### src/sv/gaps_pkg.sv
// Package for the grid path search block: item codes, status codes,
// register indexes and fixed widths. No dependencies.
`timescale 1ns / 1ps
`default_nettype none
package gaps_pkg;

  localparam int IN_DATA_W  = 48;
  localparam int OUT_DATA_W = 8;
  localparam int SCORE_W    = 16;
  localparam logic [31:0] SCORE_LIMIT = 32'd65535;

  typedef enum logic [1:0] {
    ACT_WRITE  = 2'd0,
    ACT_SEARCH = 2'd1,
    ACT_READ   = 2'd2,
    ACT_NONE   = 2'd3
  } action_t;

  typedef enum logic [1:0] {
    ST_OK      = 2'd0,
    ST_BLOCKED = 2'd1,
    ST_RANGE   = 2'd2
  } status_t;

  localparam logic [1:0] REG_WIDTH  = 2'd0;
  localparam logic [1:0] REG_HEIGHT = 2'd1;
  localparam logic [1:0] REG_MODE   = 2'd2;

  localparam logic [1:0] MODE_EUCLID  = 2'd0;
  localparam logic [1:0] MODE_SQUARED = 2'd1;

  // Neighbour order of the expansion.
  localparam logic [1:0] DIR_YINC = 2'd0;
  localparam logic [1:0] DIR_YDEC = 2'd1;
  localparam logic [1:0] DIR_XINC = 2'd2;
  localparam logic [1:0] DIR_XDEC = 2'd3;

  localparam logic [6:0] RST_WIDTH  = 7'd64;
  localparam logic [6:0] RST_HEIGHT = 7'd64;
  localparam logic [1:0] RST_MODE   = 2'd2;

endpackage
`default_nettype wire

### src/sv/gaps_heur.sv
// Heuristic unit: Manhattan, squared or floored Euclidean distance, the
// square root taken one result bit per cycle. Depends on gaps_pkg.
`timescale 1ns / 1ps
`default_nettype none
module gaps_heur #(
  parameter int CW = 6
) (
  input  wire logic          clk,
  input  wire logic          rst,
  input  wire logic          start,
  input  wire logic [1:0]    mode,
  input  wire logic [CW-1:0] x,
  input  wire logic [CW-1:0] y,
  input  wire logic [CW-1:0] gx,
  input  wire logic [CW-1:0] gy,
  output logic               done,
  output logic [2*CW:0]      h
);

  localparam int HW = 2 * CW + 1;
  localparam int RW = (HW + 1) / 2;
  localparam int IW = $clog2(RW + 1);
  localparam logic [HW-1:0] BIT_FIRST = HW'(1) << (2 * (RW - 1));

  typedef enum logic [3:0] {
    H_IDLE = 4'b0001,
    H_MUL  = 4'b0010,
    H_ROOT = 4'b0100,
    H_DONE = 4'b1000
  } hstate_t;

  hstate_t         state;
  logic [CW-1:0]   dx, dy;
  logic [HW-1:0]   rem, root, bitm;
  logic [IW-1:0]   iter;
  logic [2*CW-1:0] pdx, pdy;
  logic [HW-1:0]   sq;
  logic [HW:0]     trial;
  logic            take;
  logic [HW-1:0]   root_next;

  assign pdx = (2*CW)'(dx) * (2*CW)'(dx);
  assign pdy = (2*CW)'(dy) * (2*CW)'(dy);
  assign sq  = HW'(pdx) + HW'(pdy);

  assign trial     = {1'b0, root} + {1'b0, bitm};
  assign take      = {1'b0, rem} >= trial;
  assign root_next = take ? ((root >> 1) + bitm) : (root >> 1);

  assign done = (state == H_DONE);

  always_ff @(posedge clk) begin
    if (rst) begin
      state <= H_IDLE;
    end else begin
      case (state)
        H_IDLE: begin
          if (start) begin
            dx    <= (x > gx) ? x - gx : gx - x;
            dy    <= (y > gy) ? y - gy : gy - y;
            state <= H_MUL;
          end
        end
        H_MUL: begin
          if (mode == gaps_pkg::MODE_EUCLID) begin
            rem   <= sq;
            root  <= '0;
            bitm  <= BIT_FIRST;
            iter  <= IW'(RW);
            state <= H_ROOT;
          end else begin
            h     <= (mode == gaps_pkg::MODE_SQUARED) ? sq : HW'(dx) + HW'(dy);
            state <= H_DONE;
          end
        end
        H_ROOT: begin
          if (take) begin
            rem <= rem - trial[HW-1:0];
          end
          root <= root_next;
          bitm <= bitm >> 2;
          iter <= iter - IW'(1);
          if (iter == IW'(1)) begin
            h     <= root_next;
            state <= H_DONE;
          end
        end
        H_DONE: begin
          state <= H_IDLE;
        end
        default: begin
          state <= H_IDLE;
        end
      endcase
    end
  end

endmodule
`default_nettype wire

### config.mk
export PLATFORM = sky130hd
export DESIGN_NAME = gaps_heur
export DESIGN_NICKNAME = d
export VERILOG_FILES = /design/src/sv/gaps_pkg.sv /design/src/sv/gaps_heur.sv
export SDC_FILE = /design/constraint.sdc
export NUM_CORES = 1
export LEC_CHECK = 0
export ABC_CLOCK_PERIOD_IN_PS = 13200
export BUFFER_PORTS_ARGS = -buffer_cell sky130_fd_sc_hd__buf_2
export CORE_AREA = 2 2 154 156
export DETAILED_ROUTE_END_ITERATION = 7
export DIE_AREA = 0 0 156 158
export PLACE_DENSITY = 0.46
export SYNTH_ARGS = -nofsm -noshare
export SYNTH_HDL_FRONTEND = slang
export SYNTH_SLANG_ARGS = --single-unit
export TNS_END_PERCENT = 50
### constraint.sdc
create_clock -name clk -period 13.2 [get_ports clk]
set_input_delay 2.64 -clock clk [delete_from_list [all_inputs] [get_ports clk]]
set_output_delay 2.64 -clock clk [all_outputs]
set_load 0.05 [all_outputs]
==> run_results.csv <==
group,metric,value,unit
yosys,yosysSeqAreaShare,28.2,%
yosys,ys_async_sr_fraction,0,%
critical_path,end_kind,"flip-flop",
clock_network,h-tree-depth,3,
die,start_util,29.4,%
clock_network,cts.sinks,65,
sta,timing.final.crit_share,40.0,%
critical_path,worst_ep_arrival_time,5.44,ns
power_and_ir_drop,p_int,675,uW
routing,wl,15.0,mm
clock_network,post-cts-setup-buffers,0,
sta,hold_viol,0,
final_layout,final_common_cell,"inv_1",
routing,ant_nets,0,
yosys,synthTopCellsByArea,"edfxtp_1 (27%), ha_1 (15%), fa_1 (12%)",
die,num_rows,56,
power_and_ir_drop,switching_share,39.2,%
yosys,yosysTopAreaCell,"edfxtp_1",
clock_network,root_buffer,"clkbuf_16",
power_and_ir_drop,p_leak,0.00338,uW
routing,drt_first_pass_iters,6,
sta,layout_min_cycle_time,5.28,ns
sta,finalSetupViolCount,0,
sta,hold_ws,0.590,ns
die,core-area,0.0231,mm^2
clock_network,cts_tree,"done",
global_route,grt_pass1_wl,25.2,mm
hold_path,min_path_type,"flip-flop to flip-flop",
critical_path,r2r_slack,7.92,ns
yosys,syn_avg_cell_area,9.64,um^2
final_layout,n_fill_cell,2381,
final_layout,finalInstanceArea,0.00766,mm^2
power_and_ir_drop,p_seq_share,24.3,%
hold_path,whs_path_depth,2,
yosys,syn-cell-area,0.00678,mm^2
power_and_ir_drop,clockPowerShare,24.0,%
final_layout,multi_input_area,0.00441,mm^2
yosys,syn_nets,857,
yosys,yosysTopAreaCellShare,27.0,%
power_and_ir_drop,switching_power,436,uW
critical_path,required,13.36,ns
placement,dpl_cell_area,0.00733,mm^2
global_route,grt_pass1_vias,4966,
global_route,antenna_found_initial,0,
final_layout,drive_gt1_share,11.7,%
routing,drtIter0Drc,183,
yosys,synth_edf_count,61,
yosys,synth_ff_type,"edfxtp_1",
final_layout,area_growth,12.9,%
final_layout,nets,899,
critical_path,startpoint_type,"flip-flop",
final_layout,final_core_util,33.2,%
hold_path,hp-start,"iter[2]",
routing,vias,4799,
yosys,syn-instance-count,704,
global_route,grtUsageTotal,13.1,%
routing,routed_via_density,4.61,
power_and_ir_drop,p_comb_share,51.7,%
global_route,grt-ovfl-total,0,
yosys,ys_warn_count,0,
yosys,synth.distinct_cells,64,
clock_network,cts_made_buffers,9,
critical_path,path_max_fanout,7,
power_and_ir_drop,ir_drop,0.0701,mV
placement,gp_congestion,0.769,
sta,tightest_slew,0.957,ns
critical_path,r2r_cells,18,
critical_path,r2r-end,"h[12]",
run_status,status,"finished clean",
sta,drv_slew,0,
clock_network,ctsHoldBuffers,0,
flow_run,maxCapViolations,0,
die,ios,43,
sta,relSlewSlack,35.8,%
critical_path,criticalPathCategory,"flip-flop to flip-flop",
final_layout,final_cell_mix,"inv_1 (107), ha_1 (83), edfxtp_1 (61)",
placement,portBuffers,42,
sta,clock_skew,0.00975,ns
yosys,ys_ff_latch,65,
sta,setup_tns,0,ns
clock_network,clockBufferDepth,2,
clock_network,cts.repair.resized,0,
sta,rsz0062_at_grt,"false",
global_route,grt_max_degree,47,
clock_network,clk_pin_slew,0.06,ns
power_and_ir_drop,cellPowerDensity,145,mW/mm^2
die,fp.dieH,158,um
final_layout,diodes,0,
placement,hpwlAfterDp,11.8,mm
critical_path,r2r-start,"dy[1]",
final_layout,regArea,0.00191,mm^2
routing,drc,0,
die,die_area,0.0246,mm^2
die,die_w,156,um
clock_network,clk_latency,0.34,ns
sta,fmaxAchievable,190,MHz
routing,post_drt_wl_per_cell,14.4,um
hold_path,hold_end,"iter[2]",
[synthesized netlist by cell type (5+ instances only)]
master / instances
inv_1: 107
ha_1: 83
edfxtp_1: 61
nor2_1: 51
nand2_1: 44
fa_1: 41
a21oi_1: 31
o21ai_0: 31
xor2_1: 29
and2_1: 26
xnor2_1: 21
mux2i_1: 13
nor2b_1: 13
clkbuf_1: 12
nand3_1: 11
a21o_1: 10
a211oi_1: 7
a31oi_1: 7
o21a_1: 7
and3_1: 6
nand4_1: 6
nor3_1: 6
o21ai_1: 6
o21bai_1: 6
a31o_2: 5
o31ai_1: 5
[worst max-delay path by stage]
stage	from	end	slack (ns)	cells past startpoint
floorplan	mode[0]	rem[0]	7.42	4
global placement	dy[1]	h[12]	8.00	18
detailed placement	dy[1]	h[12]	7.91	18
CTS	dy[1]	h[12]	7.88	18
global route	dy[1]	h[12]	7.52	18
finish	dy[1]	h[12]	7.92	18
[cells by family (layout without fill, tap and decap cells)]
family,Yosys count,count (layout),synth area share [%]
mux,16,16,2.53
simple gates,184,184,13.7
buf+inv,123,170,7.05
compound gates,142,142,14.7
fa+ha+maj,124,124,27.4
xor+xnor,50,50,6.46
flops,65,65,28.2
[flip-flops by register name, summed over array words and instances, names as in the netlist]
register / count
rem: 13
dy: 6
state: 4
dx: 6
root: 13
iter: 3
h: 13
bitm: 7
[metrics by stage]
step / std cells / worst slack, ns / total power (uW)
2_1_floorplan: 704 / 7.42 / 704
3_3_place_gp: 1025 / 8.00 / 862
3_5_place_dp: 1025 / 7.91 / 861
4_1_cts: 1041 / 7.88 / 1140
5_1_grt: 1041 / 7.52 / 1220
6_report: 1041 / 7.92 / 1110
[power by group through the flow]
stage	sequential [uW]	clock, uW	combinational, uW
2_1_floorplan	274	0	429
3_3_place_gp	275	0	587
3_5_place_dp	275	0	586
4_1_cts	271	274	591
5_1_grt	272	281	669
6_report	271	267	574
[layout make-up]
cell class	instances	area share, %
Tap cell	290	4.74
Sequential cell	65	25.0
Clock buffer	10	3.12
Inverter	108	5.29
Multi-Input combinational cell	516	57.6
Clock inverter	6	1.18
Timing Repair Buffer	46	3.14
[worst max-delay path, cell delays in order (launching register included)]
cell      delay [ns]
edfxtp_1        0.47
and2_1          0.25
inv_1           0.08
fa_1            0.51
fa_1            0.55
inv_1           0.06
fa_1            0.44
fa_1            0.51
inv_1           0.05
fa_1            0.52
inv_1           0.04
ha_1            0.32
nor2b_1         0.15
o31a_1          0.26
o31ai_1         0.30
a21oi_1         0.13
xnor2_1         0.25
nand3_1         0.11
o31ai_1         0.09
[metal layers]
| layer | part of all wire, % | global-route usage (%) | up-vias |
|---|---|---|---|
| li1 | - | - | 2496 |
| met4 | 1.1 | 3.19 | 0 |
| met1 | 52 | 18.4 | 2235 |
| met5 | 0 | 0 | - |
| met2 | 45 | 20.9 | 56 |
| met3 | 2.6 | 2.30 | 12 |
(Power assumes the default switching activity.)
